### src/sfs_pkg.sv
// ----------------------------------------------------------------------------
// sfs_pkg
// Types and constants shared by the sprite frame sequencer files.
// ----------------------------------------------------------------------------
package sfs_pkg;

   localparam int ActionW    = 4;
   localparam int TimeW      = 32;
   localparam int RateW      = 16;
   localparam int FrameW     = 8;
   localparam int CountW     = 9;
   localparam int EventW     = 7;
   localparam int CsrIndexW  = 8;
   localparam int CsrDataW   = 16;
   localparam int MaxFrames  = 256;
   localparam int ProdW      = TimeW + RateW;
   localparam int RateFrac   = 8;

   localparam logic [CsrIndexW-1:0] CSR_NUM_FRAMES = 8'd0;
   localparam logic [CsrIndexW-1:0] CSR_PLAY_RATE  = 8'd1;

   typedef enum logic [ActionW-1:0] {
      ACT_TICK      = 4'd0,
      ACT_PLAY      = 4'd1,
      ACT_RESET     = 4'd2,
      ACT_REVERSE   = 4'd3,
      ACT_FORWARD   = 4'd4,
      ACT_LOOP      = 4'd5,
      ACT_NO_LOOP   = 4'd6,
      ACT_BOUNCE    = 4'd7,
      ACT_NO_BOUNCE = 4'd8,
      ACT_SET_FRAME = 4'd9,
      ACT_SET_PAUSE = 4'd10
   } action_type;

   typedef enum logic [1:0] {
      ST_IDLE,
      ST_EXEC,
      ST_ADV,
      ST_DONE
   } state_type;

   typedef struct packed {
      logic accept;
      logic exec;
      logic adv_step;
      logic load_rsp;
   } cmd_type;

   typedef struct packed {
      logic                is_tick;
      logic                adv_go;
      logic [EventW-1:0]   events;
   } status_type;

endpackage

### src/sfs_req_if.sv
// ----------------------------------------------------------------------------
// sfs_req_if
// Request channel: one action item per transfer.
// ----------------------------------------------------------------------------
interface sfs_req_if;
   import sfs_pkg::*;

   logic                 valid;
   logic                 ready;
   logic [ActionW-1:0]   action;
   logic [TimeW-1:0]     time_step;
   logic [TimeW-1:0]     frame_duration;
   logic [FrameW-1:0]    frame_index;
   logic                 pause_value;

   modport source (
      output valid, action, time_step, frame_duration, frame_index, pause_value,
      input  ready
   );
   modport sink (
      input  valid, action, time_step, frame_duration, frame_index, pause_value,
      output ready
   );
endinterface

### src/sfs_rsp_if.sv
// ----------------------------------------------------------------------------
// sfs_rsp_if
// Response channel: one result item per transfer.
// ----------------------------------------------------------------------------
interface sfs_rsp_if;
   import sfs_pkg::*;

   logic                valid;
   logic                ready;
   logic [FrameW-1:0]   current_frame;
   logic                frame_changed;
   logic [EventW-1:0]   finish_events;
   logic                is_finished;
   logic                is_bouncing;
   logic                is_paused;

   modport source (
      output valid, current_frame, frame_changed, finish_events,
             is_finished, is_bouncing, is_paused,
      input  ready
   );
   modport sink (
      input  valid, current_frame, frame_changed, finish_events,
             is_finished, is_bouncing, is_paused,
      output ready
   );
endinterface

### src/sfs_csr_if.sv
// ----------------------------------------------------------------------------
// sfs_csr_if
// Register write channel: index and data per transfer.
// ----------------------------------------------------------------------------
interface sfs_csr_if;
   import sfs_pkg::*;

   logic                  valid;
   logic                  ready;
   logic [CsrIndexW-1:0]  index;
   logic [CsrDataW-1:0]   data;

   modport source (output valid, index, data, input ready);
   modport sink   (input valid, index, data, output ready);
endinterface

### src/sfs_ctrl.sv
// ----------------------------------------------------------------------------
// sfs_ctrl
// Sequencer controller: accept, execute, iterate advances, deliver result.
// ----------------------------------------------------------------------------
module sfs_ctrl (
   input  logic                clock,
   input  logic                reset,
   input  logic                req_valid,
   output logic                req_ready,
   output logic                rsp_valid,
   input  logic                rsp_ready,
   input  sfs_pkg::status_type status,
   output sfs_pkg::cmd_type    cmd
);
   import sfs_pkg::*;

   state_type state_ff, state_in;
   logic      rsp_valid_ff, rsp_valid_in;

   always_ff @(posedge clock) begin
      if (reset) begin
         state_ff     <= ST_IDLE;
         rsp_valid_ff <= 1'b0;
      end else begin
         state_ff     <= state_in;
         rsp_valid_ff <= rsp_valid_in;
      end
   end

   always_comb begin
      state_in     = state_ff;
      rsp_valid_in = rsp_valid_ff && !rsp_ready;
      cmd          = '0;
      req_ready    = 1'b0;
      case (state_ff)
         ST_IDLE: begin
            req_ready = 1'b1;
            if (req_valid) begin
               cmd.accept = 1'b1;
               state_in   = ST_EXEC;
            end
         end
         ST_EXEC: begin
            cmd.exec = 1'b1;
            state_in = status.is_tick ? ST_ADV : ST_DONE;
         end
         ST_ADV: begin
            cmd.adv_step = 1'b1;
            if (!status.adv_go) begin
               state_in = ST_DONE;
            end
         end
         ST_DONE: begin
            if (!rsp_valid_ff || rsp_ready) begin
               cmd.load_rsp = 1'b1;
               rsp_valid_in = 1'b1;
               state_in     = ST_IDLE;
            end
         end
         default: begin
            state_in = ST_IDLE;
         end
      endcase
   end

   assign rsp_valid = rsp_valid_ff;

endmodule

### src/sfs_dp.sv
// ----------------------------------------------------------------------------
// sfs_dp
// Sequencer datapath: registers, time accumulator, advance step, result.
// ----------------------------------------------------------------------------
module sfs_dp #(
   parameter int MAX_ADVANCES = 64
) (
   input  logic                            clock,
   input  logic                            reset,
   input  sfs_pkg::cmd_type                cmd,
   output sfs_pkg::status_type             status,
   input  logic [sfs_pkg::ActionW-1:0]     action,
   input  logic [sfs_pkg::TimeW-1:0]       time_step,
   input  logic [sfs_pkg::TimeW-1:0]       frame_duration,
   input  logic [sfs_pkg::FrameW-1:0]      frame_index,
   input  logic                            pause_value,
   input  logic                            csr_write,
   input  logic [sfs_pkg::CsrIndexW-1:0]   csr_index,
   input  logic [sfs_pkg::CsrDataW-1:0]    csr_data,
   output logic [sfs_pkg::FrameW-1:0]      current_frame,
   output logic                            frame_changed,
   output logic [sfs_pkg::EventW-1:0]      finish_events,
   output logic                            is_finished,
   output logic                            is_bouncing,
   output logic                            is_paused
);
   import sfs_pkg::*;

   localparam int CntW = $clog2(MAX_ADVANCES + 1);
   localparam logic [CntW-1:0] CntMax = CntW'(MAX_ADVANCES);
   localparam logic [CountW-1:0] NCap = CountW'(MaxFrames);

   logic [CountW-1:0]   num_frames_ff;
   logic [RateW-1:0]    play_rate_ff;
   logic [TimeW-1:0]    elapsed_ff;
   logic [FrameW-1:0]   frame_ff;
   logic                finished_ff;
   logic                bouncing_ff;
   logic                reverse_ff;
   logic                loop_ff;
   logic                bounce_ff;
   logic                paused_ff;
   logic [ActionW-1:0]  act_ff;
   logic [TimeW-1:0]    dur_ff;
   logic [FrameW-1:0]   fidx_ff;
   logic                pv_ff;
   logic [ProdW-1:0]    prod_ff;
   logic                changed_ff;
   logic [EventW-1:0]   events_ff;
   logic [CntW-1:0]     count_ff;
   logic [FrameW-1:0]   out_frame_ff;
   logic                out_changed_ff;
   logic [EventW-1:0]   out_events_ff;
   logic                out_fin_ff;
   logic                out_bnc_ff;
   logic                out_pause_ff;

   logic [CountW-1:0]      n;
   logic [TimeW+8:0]       sum;
   logic [TimeW-1:0]       sum_sat;
   logic                   adv_go;
   logic signed [CountW:0] n_s;
   logic signed [CountW:0] nx;
   logic                   adv_fin;
   logic                   adv_bnc;
   logic                   adv_ev;
   logic [FrameW-1:0]      adv_frame;
   logic [CountW-1:0]      reset_target;

   assign n       = (num_frames_ff > NCap) ? NCap : num_frames_ff;
   assign n_s     = signed'({1'b0, n});
   assign sum     = {9'd0, elapsed_ff} + {1'b0, prod_ff[ProdW-1:RateFrac]};
   assign sum_sat = (sum[TimeW+8:TimeW] != 9'd0) ? '1 : sum[TimeW-1:0];
   assign adv_go  = (dur_ff != '0) && (elapsed_ff >= dur_ff) && (count_ff < CntMax);
   assign reset_target = (reverse_ff && n != '0) ? n - CountW'(1) : '0;

   always_comb begin
      nx      = signed'({2'b00, frame_ff});
      adv_fin = finished_ff;
      adv_bnc = bouncing_ff;
      adv_ev  = 1'b0;
      if (!reverse_ff) begin
         nx = bouncing_ff ? nx - 10'sd1 : nx + 10'sd1;
         if (nx < 10'sd0) begin
            adv_ev = !finished_ff;
            if (loop_ff) begin
               adv_bnc = 1'b0;
               nx      = 10'sd1;
            end else begin
               adv_fin = 1'b1;
               nx      = 10'sd0;
            end
         end else if (nx >= n_s) begin
            if (bounce_ff) begin
               adv_bnc = 1'b1;
               nx      = n_s - 10'sd2;
            end else begin
               adv_ev = !finished_ff;
               if (loop_ff) begin
                  nx = 10'sd0;
               end else begin
                  adv_fin = 1'b1;
                  nx      = n_s - 10'sd1;
               end
            end
         end
      end else begin
         nx = bouncing_ff ? nx + 10'sd1 : nx - 10'sd1;
         if (nx < 10'sd0) begin
            if (bounce_ff) begin
               adv_bnc = 1'b1;
               nx      = 10'sd1;
            end else begin
               adv_ev = !finished_ff;
               if (loop_ff) begin
                  nx = n_s - 10'sd1;
               end else begin
                  adv_fin = 1'b1;
                  nx      = 10'sd0;
               end
            end
         end else if (nx >= n_s) begin
            adv_ev = !finished_ff;
            if (loop_ff) begin
               adv_bnc = 1'b0;
               nx      = n_s - 10'sd2;
            end else begin
               adv_fin = 1'b1;
               nx      = n_s - 10'sd1;
            end
         end
      end
      if (nx >= n_s) begin
         nx = n_s - 10'sd1;
      end
      if (nx < 10'sd0) begin
         nx = 10'sd0;
      end
      adv_frame = nx[FrameW-1:0];
   end

   always_ff @(posedge clock) begin
      if (reset) begin
         num_frames_ff <= CountW'(1);
         play_rate_ff  <= RateW'(256);
         elapsed_ff    <= '0;
         frame_ff      <= '0;
         finished_ff   <= 1'b0;
         bouncing_ff   <= 1'b0;
         reverse_ff    <= 1'b0;
         loop_ff       <= 1'b0;
         bounce_ff     <= 1'b0;
         paused_ff     <= 1'b0;
         changed_ff    <= 1'b0;
         events_ff     <= '0;
         count_ff      <= '0;
      end else begin
         if (csr_write) begin
            if (csr_index == CSR_NUM_FRAMES) begin
               num_frames_ff <= csr_data[CountW-1:0];
            end else if (csr_index == CSR_PLAY_RATE) begin
               play_rate_ff <= csr_data[RateW-1:0];
            end
         end
         if (cmd.accept) begin
            changed_ff <= 1'b0;
            events_ff  <= '0;
            count_ff   <= '0;
         end
         if (cmd.exec) begin
            case (action_type'(act_ff))
               ACT_TICK: begin
                  if (!paused_ff) begin
                     elapsed_ff <= sum_sat;
                  end
               end
               ACT_PLAY: begin
                  paused_ff   <= 1'b0;
                  finished_ff <= 1'b0;
               end
               ACT_RESET: begin
                  bouncing_ff <= 1'b0;
                  finished_ff <= 1'b0;
                  if (n != '0 && reset_target[FrameW-1:0] != frame_ff) begin
                     frame_ff   <= reset_target[FrameW-1:0];
                     changed_ff <= 1'b1;
                  end
               end
               ACT_REVERSE:   reverse_ff <= 1'b1;
               ACT_FORWARD:   reverse_ff <= 1'b0;
               ACT_LOOP: begin
                  loop_ff     <= 1'b1;
                  finished_ff <= 1'b0;
               end
               ACT_NO_LOOP:   loop_ff   <= 1'b0;
               ACT_BOUNCE:    bounce_ff <= 1'b1;
               ACT_NO_BOUNCE: bounce_ff <= 1'b0;
               ACT_SET_FRAME: begin
                  if ({1'b0, fidx_ff} < n && fidx_ff != frame_ff) begin
                     frame_ff   <= fidx_ff;
                     changed_ff <= 1'b1;
                  end
               end
               ACT_SET_PAUSE: begin
                  if (paused_ff != pv_ff) begin
                     paused_ff  <= pv_ff;
                     elapsed_ff <= '0;
                     if (!pv_ff) begin
                        finished_ff <= 1'b0;
                     end
                  end
               end
               default: begin
               end
            endcase
         end
         if (cmd.adv_step && adv_go) begin
            frame_ff    <= adv_frame;
            finished_ff <= adv_fin;
            bouncing_ff <= adv_bnc;
            elapsed_ff  <= elapsed_ff - dur_ff;
            count_ff    <= count_ff + CntW'(1);
            events_ff   <= events_ff + EventW'(adv_ev);
            if (adv_frame != frame_ff) begin
               changed_ff <= 1'b1;
            end
         end
      end
   end

   always_ff @(posedge clock) begin
      if (cmd.accept) begin
         act_ff  <= action;
         dur_ff  <= frame_duration;
         fidx_ff <= frame_index;
         pv_ff   <= pause_value;
         prod_ff <= ProdW'(time_step) * ProdW'(play_rate_ff);
      end
      if (cmd.load_rsp) begin
         out_frame_ff   <= frame_ff;
         out_changed_ff <= changed_ff;
         out_events_ff  <= events_ff;
         out_fin_ff     <= finished_ff;
         out_bnc_ff     <= bouncing_ff;
         out_pause_ff   <= paused_ff;
      end
   end

   assign status.is_tick = (act_ff == ACT_TICK);
   assign status.adv_go  = adv_go;
   assign status.events  = events_ff;

   assign current_frame = out_frame_ff;
   assign frame_changed = out_changed_ff;
   assign finish_events = out_events_ff;
   assign is_finished   = out_fin_ff;
   assign is_bouncing   = out_bnc_ff;
   assign is_paused     = out_pause_ff;

endmodule

### src/sprite_frame_sequencer_unit.sv
// ----------------------------------------------------------------------------
// sprite_frame_sequencer_unit
// Sprite animation frame sequencer for one animation state.
// ----------------------------------------------------------------------------
// One request is processed at a time. A control action passes through the
// idle, execute and done states to its result; a tick also passes the
// advance state for its k frame advances (0 to MAX_ADVANCES), since a single
// advance unit takes one step per cycle. The next request is taken while the
// previous result still waits in the output register. Register writes are
// taken every cycle and hold no clearing pass after reset.
// ----------------------------------------------------------------------------
module sprite_frame_sequencer_unit #(
   parameter int MAX_ADVANCES = 64
) (
   input  logic      clock,
   input  logic      reset,
   sfs_req_if.sink   req_chan,
   sfs_rsp_if.source rsp_chan,
   sfs_csr_if.sink   csr_chan
);
   import sfs_pkg::*;

   cmd_type    cmd;
   status_type status;
   logic       req_ready;
   logic       rsp_valid;

   sfs_ctrl u_ctrl (
      .clock     (clock),
      .reset     (reset),
      .req_valid (req_chan.valid),
      .req_ready (req_ready),
      .rsp_valid (rsp_valid),
      .rsp_ready (rsp_chan.ready),
      .status    (status),
      .cmd       (cmd)
   );

   sfs_dp #(
      .MAX_ADVANCES (MAX_ADVANCES)
   ) u_dp (
      .clock          (clock),
      .reset          (reset),
      .cmd            (cmd),
      .status         (status),
      .action         (req_chan.action),
      .time_step      (req_chan.time_step),
      .frame_duration (req_chan.frame_duration),
      .frame_index    (req_chan.frame_index),
      .pause_value    (req_chan.pause_value),
      .csr_write      (csr_chan.valid),
      .csr_index      (csr_chan.index),
      .csr_data       (csr_chan.data),
      .current_frame  (rsp_chan.current_frame),
      .frame_changed  (rsp_chan.frame_changed),
      .finish_events  (rsp_chan.finish_events),
      .is_finished    (rsp_chan.is_finished),
      .is_bouncing    (rsp_chan.is_bouncing),
      .is_paused      (rsp_chan.is_paused)
   );

   assign req_chan.ready = req_ready;
   assign rsp_chan.valid = rsp_valid;
   assign csr_chan.ready = 1'b1;

   a_accept_exec: assert property (@(posedge clock) disable iff (reset)
      req_chan.valid && req_chan.ready |=> cmd.exec)
      else $error("request transfer not followed by execute");

   a_load_free: assert property (@(posedge clock) disable iff (reset)
      cmd.load_rsp |-> (!rsp_chan.valid || rsp_chan.ready))
      else $error("result loaded over a pending result");

   a_events_cap: assert property (@(posedge clock) disable iff (reset)
      status.events <= EventW'(MAX_ADVANCES))
      else $error("finish events exceed advance limit");

   a_no_accept_busy: assert property (@(posedge clock) disable iff (reset)
      cmd.exec || cmd.adv_step |-> !req_chan.ready)
      else $error("request taken while an item is in progress");

endmodule
### src/flat_wrapper.sv
// flat-port wrapper written by rule: the top's interface ports become plain ports
module sprite_frame_sequencer_unit_flat import sfs_pkg::*;
#(
   parameter int MAX_ADVANCES = 64
)
  (clock, reset, req_chan_valid, req_chan_action, req_chan_time_step, req_chan_frame_duration, req_chan_frame_index, req_chan_pause_value, req_chan_ready, rsp_chan_valid, rsp_chan_current_frame, rsp_chan_frame_changed, rsp_chan_finish_events, rsp_chan_is_finished, rsp_chan_is_bouncing, rsp_chan_is_paused, rsp_chan_ready, csr_chan_valid, csr_chan_index, csr_chan_data, csr_chan_ready);
  sfs_req_if req_chan_i ();
  sfs_rsp_if rsp_chan_i ();
  sfs_csr_if csr_chan_i ();
  input  logic clock;
  input  logic reset;
  input wire logic [$bits(req_chan_i.valid)-1:0] req_chan_valid;
  input wire logic [$bits(req_chan_i.action)-1:0] req_chan_action;
  input wire logic [$bits(req_chan_i.time_step)-1:0] req_chan_time_step;
  input wire logic [$bits(req_chan_i.frame_duration)-1:0] req_chan_frame_duration;
  input wire logic [$bits(req_chan_i.frame_index)-1:0] req_chan_frame_index;
  input wire logic [$bits(req_chan_i.pause_value)-1:0] req_chan_pause_value;
  output wire logic [$bits(req_chan_i.ready)-1:0] req_chan_ready;
  output wire logic [$bits(rsp_chan_i.valid)-1:0] rsp_chan_valid;
  output wire logic [$bits(rsp_chan_i.current_frame)-1:0] rsp_chan_current_frame;
  output wire logic [$bits(rsp_chan_i.frame_changed)-1:0] rsp_chan_frame_changed;
  output wire logic [$bits(rsp_chan_i.finish_events)-1:0] rsp_chan_finish_events;
  output wire logic [$bits(rsp_chan_i.is_finished)-1:0] rsp_chan_is_finished;
  output wire logic [$bits(rsp_chan_i.is_bouncing)-1:0] rsp_chan_is_bouncing;
  output wire logic [$bits(rsp_chan_i.is_paused)-1:0] rsp_chan_is_paused;
  input wire logic [$bits(rsp_chan_i.ready)-1:0] rsp_chan_ready;
  input wire logic [$bits(csr_chan_i.valid)-1:0] csr_chan_valid;
  input wire logic [$bits(csr_chan_i.index)-1:0] csr_chan_index;
  input wire logic [$bits(csr_chan_i.data)-1:0] csr_chan_data;
  output wire logic [$bits(csr_chan_i.ready)-1:0] csr_chan_ready;
  assign req_chan_i.valid = req_chan_valid;
  assign req_chan_i.action = req_chan_action;
  assign req_chan_i.time_step = req_chan_time_step;
  assign req_chan_i.frame_duration = req_chan_frame_duration;
  assign req_chan_i.frame_index = req_chan_frame_index;
  assign req_chan_i.pause_value = req_chan_pause_value;
  assign req_chan_ready = req_chan_i.ready;
  assign rsp_chan_valid = rsp_chan_i.valid;
  assign rsp_chan_current_frame = rsp_chan_i.current_frame;
  assign rsp_chan_frame_changed = rsp_chan_i.frame_changed;
  assign rsp_chan_finish_events = rsp_chan_i.finish_events;
  assign rsp_chan_is_finished = rsp_chan_i.is_finished;
  assign rsp_chan_is_bouncing = rsp_chan_i.is_bouncing;
  assign rsp_chan_is_paused = rsp_chan_i.is_paused;
  assign rsp_chan_i.ready = rsp_chan_ready;
  assign csr_chan_i.valid = csr_chan_valid;
  assign csr_chan_i.index = csr_chan_index;
  assign csr_chan_i.data = csr_chan_data;
  assign csr_chan_ready = csr_chan_i.ready;
  sprite_frame_sequencer_unit #(.MAX_ADVANCES(MAX_ADVANCES)) u_core (.clock(clock), .reset(reset), .req_chan(req_chan_i), .rsp_chan(rsp_chan_i), .csr_chan(csr_chan_i));
endmodule
### config.mk
export PLATFORM = sky130hd
export DESIGN_NAME = sprite_frame_sequencer_unit_flat
export DESIGN_NICKNAME = d
export VERILOG_FILES = /design/src/sfs_pkg.sv /design/src/sfs_req_if.sv /design/src/sfs_rsp_if.sv /design/src/sfs_csr_if.sv /design/src/sfs_ctrl.sv /design/src/sfs_dp.sv /design/src/sprite_frame_sequencer_unit.sv /design/src/flat_wrapper.sv
export SDC_FILE = /design/constraint.sdc
export NUM_CORES = 2
export LEC_CHECK = 0
export ABC_AREA = 1
export BUFFER_PORTS_ARGS = -buffer_cell sky130_fd_sc_hd__buf_2
export CAP_MARGIN = 0
export CORE_MARGIN = 3
export CORE_UTILIZATION = 30
export CTS_CLUSTER_DIAMETER = 80
export DETAILED_ROUTE_END_ITERATION = 10
export GPL_TIMING_DRIVEN = 0
export PLACE_DENSITY = 0.45
export SETUP_SLACK_MARGIN = 0.05
export SYNTH_ARGS = -nofsm -noshare
export SYNTH_HDL_FRONTEND = slang
export SYNTH_HIERARCHICAL = 1
export SYNTH_SLANG_ARGS = --single-unit
### constraint.sdc
create_clock -name clock -period 9.95 [get_ports clock]
set_input_delay 1.99 -clock clock [delete_from_list [all_inputs] [get_ports clock]]
set_output_delay 1.99 -clock clock [all_outputs]
set_load 0.02 [all_outputs]
; Word-level counts from Yosys, hierarchy flattened
; Index checks and enable logic that the tools add are counted.
[op_classes]
reduce_logical = 39
n_bitwise = 1
n_mul = 1
add_sub_neg = 9
n_mux = 85
magnitude_cmp = 10
eq_ne = 29
[ops]
columns = cell, n
row1 = two-way mux 32 bit, 5
row2 = two-way mux 10 bit, 13
row3 = one-hot mux 32 bit (2 select lines), 1
row4 = multiplier 32 x 16 -> 48 bit, 1
row5 = two-way mux 8 bit, 6
row6 = two-way mux 1 bit, 45
row7 = adder 32 x 40 -> 41 bit, 1
row8 = >= comparator 32 bit, 1
row9 = nonzero test 32 bit, 1
row10 = subtractor 32 bit, 1
row11 = >= comparator 10 bit, 3
row12 = "less-than comparator 10 x 1 -> 1 bit, second input constant", 3
row13 = != test 8 bit, 3
row14 = two-way mux 7 bit, 3
row15 = nonzero test 9 bit, 2
row16 = "== test 4 x 3 -> 1 bit, second input constant", 4
row17 = one-hot mux 8 bit (2 select lines), 1
row18 = "!= test 3 bit, second input constant", 5
row19 = nonzero test 2 bit, 7
row20 = "== test 4 bit, second input constant", 3
row21 = one-hot mux 1 bit (2 select lines), 6
row22 = AND reduction 4 bit, 3
row23 = "subtractor 9 x 1 -> 10 bit, second input constant", 1
row24 = "subtractor 9 x 2 -> 10 bit, second input constant", 1
row25 = 31 further kinds, 54
[word_totals]
in_bits = 106
word_cells = 200
regBits = 201

; Longest topological paths before layout
[logic_depth]
depth_word = 15
depth_mapped = 45

; Modules after synthesis
; The synthesis kept the hierarchy.
[by_module_without_submodules]
columns = mod, area_each_um2, n_inst, cells_each, seq_area_each_um2
row1 = sfs_dp, 30001.3, 1, 3937, 4844.6
row2 = sfs_ctrl, 225.2, 1, 33, 60.1
row3 = sprite_frame_sequencer_unit, 11.3, 1, 2, 0.0

; Worst setup path before layout
; No wires, ideal clock.
[synth_timing]
path_kind = input -> register
start = input req_chan_time_step[7]
end = register u_core.u_dp.prod_ff[41] (data pin)
path_buffers = 2
setup_slack_ns = 2.236
arrival_time_ns = 7.455
cell_stages = 26
cell_sequence = clkbuf_1 clkbuf_1 nand2_1 fa_1 inv_1 fa_1 inv_1 fa_1 inv_1 fa_1 inv_1 fa_1 inv_1 fa_1 ha_1 a21oi_1 inv_1 a31oi_1 o21ai_0 a221oi_1 nor2_1 nor3b_1 nor2_1 nand3_1 nand2_1 xor2_1
[synth_via]
elab_chain_cells = 1
[synth_lines]
columns = item, line_no
row1 = from (decl), flat_wrapper.sv:14  ; input wire logic [$bits(req_chan_i.time_step)-1:0] req_chan_time_step;
row2 = multiplier 32 x 16 -> 48 bit, sfs_dp.sv:237  ; prod_ff <= ProdW'(time_step) * ProdW'(play_rate_ff);
row3 = to (signal assigned), sfs_dp.sv:237
row4 = to (decl), sfs_dp.sv:47  ; logic [ProdW-1:0] prod_ff;
; Every way passes these cells.
; A chain may end at the register's enable or synchronous reset.

; Worst setup path in the final report
[layout_timing]
start = input req_chan_time_step[11]
end = register u_core.u_dp.prod_ff[37] (data pin)
; Same word-level chain as after synthesis.

==> results.sh <==
export IMPL_tightestPinTransition_ns=1.055
export IMPL_ys_ff_latch=193
export IMPL_hp_class="flop to flop"
export IMPL_timing_hold_ws_ns=0.4343
export IMPL_grt_max_degree=54
export IMPL_grt_usage=0.1976
export IMPL_syn_to_final_growth_pct=9.124
export IMPL_ctsHoldBuffers=0
export IMPL_hold_start="u_core/u_dp/frame_ff[4]"
export IMPL_clock_skew_ns=0.01332
export IMPL_post_cts_buffers=0
export IMPL_insertion_delay_ns=0.48
export IMPL_hold_viol=0
export IMPL_io_buffers=96
export IMPL_avgViaCountPerCell=4.775
export IMPL_htreeDepth=4
export IMPL_synth_area_leaders="fa_1, nand2_1, edfxtp_1"
export IMPL_yosys_area_top_type="fa_1"
export IMPL_rr_startpoint="u_core/u_dp/play_rate_ff[4]"
export IMPL_syn_area_per_cell_um2=7.613
export IMPL_synth_area_um2=30240
export IMPL_wire_per_inst_um=19.04
export IMPL_grt_pass1_wl_um=157200
export IMPL_drt_total_wl_um=102600
export IMPL_fmax_mhz=118.6
export IMPL_place_gp_congestion=0.9087
export IMPL_yosys_warnings=6
export IMPL_max_stage_delay_ns=0.62
export IMPL_fp_dieH_um=323.5
export IMPL_crit_fanout=10
export IMPL_syn_inst=3972
export IMPL_ant_nets=0
export IMPL_drtPass1Iterations=6
export IMPL_yosysSeqAreaShare=0.1622
export IMPL_initial_utilization=0.3050
export IMPL_yosys_cell_types_count=64
export IMPL_required_ns=10.18
export IMPL_path_class="input port to flop"
export IMPL_crit_chain="clkbuf_1, clkbuf_1, nand2_1, fa_1, inv_1, fa_1, inv_1, fa_1, inv_1, fa_1, inv_1, fa_1, inv_1, fa_1, ha_1, a21oi_1, inv_1, a31oi_1, o21ai_0, a221oi_1, o21ai_0, nand3_1, nand2_1, xor2_1"
export IMPL_grt_pass1_vias=25963
export IMPL_fillerInstances=10731
export IMPL_netlist_area_leader_share=0.2774
export IMPL_die_area_um2=104600
export IMPL_path_clk_slew_ns=0.08
export IMPL_cts_sinks=193
export IMPL_slew_headroom=0.2966
export IMPL_core_um2=99140
export IMPL_antenna_found_initial=1
export IMPL_post_cts_resized=0
export IMPL_power_per_cell_area_nw_per_um2=91.72
export IMPL_period_share=0.8477
export IMPL_cts_tree="built"
export IMPL_layout_common_cells="nand2_1, inv_1, fa_1"
export IMPL_numCtsBuffers=17
export IMPL_rows=115
export IMPL_arrival_ns=8.66
export IMPL_clock_root_buffer="clkbuf_16"
export IMPL_first_iter_violations=1650
export IMPL_num_io_pins=128
export IMPL_start_kind="input port"
export IMPL_drc=0
export IMPL_clockBufferDepth=2
export IMPL_grt_ovfl_total=0
export IMPL_rsz0062_at_grt="no"
export IMPL_hpwl_um=86020
export IMPL_syn_num_nets=4726
export IMPL_diodes=0
export IMPL_fin_nets=4843
export IMPL_drive_gt1_frac=0.05119
export IMPL_drv_slew=0
export IMPL_setup_viol=0
export IMPL_fin_tns_setup_ns=0
export IMPL_slowest_stage="clkbuf_1"
export IMPL_vias=25734
export IMPL_end_kind="flop"
export IMPL_period_needed_ns=8.434
export IMPL_power_leakage_nw=15.63
export IMPL_vdd_drop_max_uv=125.1
export IMPL_cp_startpoint="req_chan_time_step[11]"
export IMPL_fp_dieW_um=323.5
export IMPL_worstPathBufferInverterCount=8
export IMPL_maxCapViolCount=0
export IMPL_layout_commonest_cell="nand2_1"
export IMPL_crit_family="adder cells"
export IMPL_status="finished clean"
## stage by stage
step / instances / util / worst slack, ns / power (mW) / cell area, µm²
after floorplan: 3972 / - / 2.236 / 1.909 / 30240
after global placement: 5355 / 0.3261 / 1.019 / 2.316 / 32330
after detailed placement: 5357 / 0.3266 / 0.9793 / 2.303 / 32380
after CTS: 5389 / 0.3328 / 1.523 / 3.053 / 33000
after global routing: 5389 / 0.3328 / 1.184 / 3.250 / 33000
final: 5389 / 0.3328 / 1.516 / 3.026 / 33000
## per-layer routing
layer,global-route usage,share of wire
met5,0,0.00013
met4,0.04669,0.020
met1,0.2845,0.48
met2,0.3196,0.45
met3,0.01871,0.046
## path summary, 6_finish.rpt
path                             endpoint  slack, ns  depth (start not counted)
max               u_core/u_dp/prod_ff[37]       1.52                         24
min          u_core/u_dp/current_frame[4]       0.43                          0
max reg2reg       u_core/u_dp/prod_ff[37]       2.51                         22
min reg2reg  u_core/u_dp/current_frame[4]       0.43                          0
## report_power, final
group	leakage [nW]	internal, mW	total [mW]	switching [mW]
clock	0.306	0.384	0.726	0.343
sequential	1.70	0.980	1.07	0.0933
combinational	13.6	0.395	1.23	0.831
## cell type report
class	instances	area [µm²]	share of cell area
inverters	799	3010	0.09123
flip-flops and latches	193	4905	0.1486
clock buffers	20	478.0	0.01449
plain buffers	176	720.7	0.02184
repair buffers	98	523.0	0.01585
well taps	1287	1610	0.04880
clock inverters	12	141.4	0.004285
multi-input cells	2804	21610	0.6549
## registers in the layout (all words and copies together) (netlist names), 2 cells and up
| signal | flops |
|---|---|
| u_core/u_dp/num_frames_ff | 9 |
| u_core/u_dp/act_ff | 4 |
| u_core/u_dp/current_frame | 8 |
| u_core/u_dp/play_rate_ff | 16 |
| u_core/u_dp/events_ff | 7 |
| u_core/u_dp/elapsed_ff | 32 |
| u_core/u_dp/count_ff | 7 |
| u_core/u_dp/prod_ff | 40 |
| u_core/u_dp/frame_ff | 8 |
| u_core/u_dp/fidx_ff | 8 |
| u_core/u_ctrl/state_ff | 2 |
| u_core/u_dp/dur_ff | 32 |
| u_core/u_dp/finish_events | 7 |
## Yosys cell counts, drive strengths merged
cell type and number:
ha 229, nand3b 4, a31oi 25, nand4 32
o22ai 6, nor3b 2, o31ai 3, nor4 18
nand2 1018, xnor2 48, a21boi 7, o21bai 11
a22oi 1, o221ai 1, xor2 82, nand3 140
a21o 13, a221oi 7, a41oi 2, conb 1
a211oi 2, o211ai 13, o21a 12, nor2 202
fa 419, clkbuf 154, or4 1, nor3 21
clkinv 3, o21ai 239, a32oi 1, o2111ai 7
edfxtp 104, a21oi 233, a31o 3, nor2b 1
buf 22, dfxtp 89, inv 796
## kinds of logic after synthesis
kind of cell / Yosys count / synth area share
DFF: 193 / 0.1622
and+or+nand+nor: 1439 / 0.1963
other: 1 / 0.0001240
AOI/OAI and AO/OA: 586 / 0.1082
adders and majority gates: 648 / 0.3722
xor gates and xnor gates: 130 / 0.03765
buffers and inverters: 975 / 0.1233
Note: power is estimated with default switching activity, not from simulation.
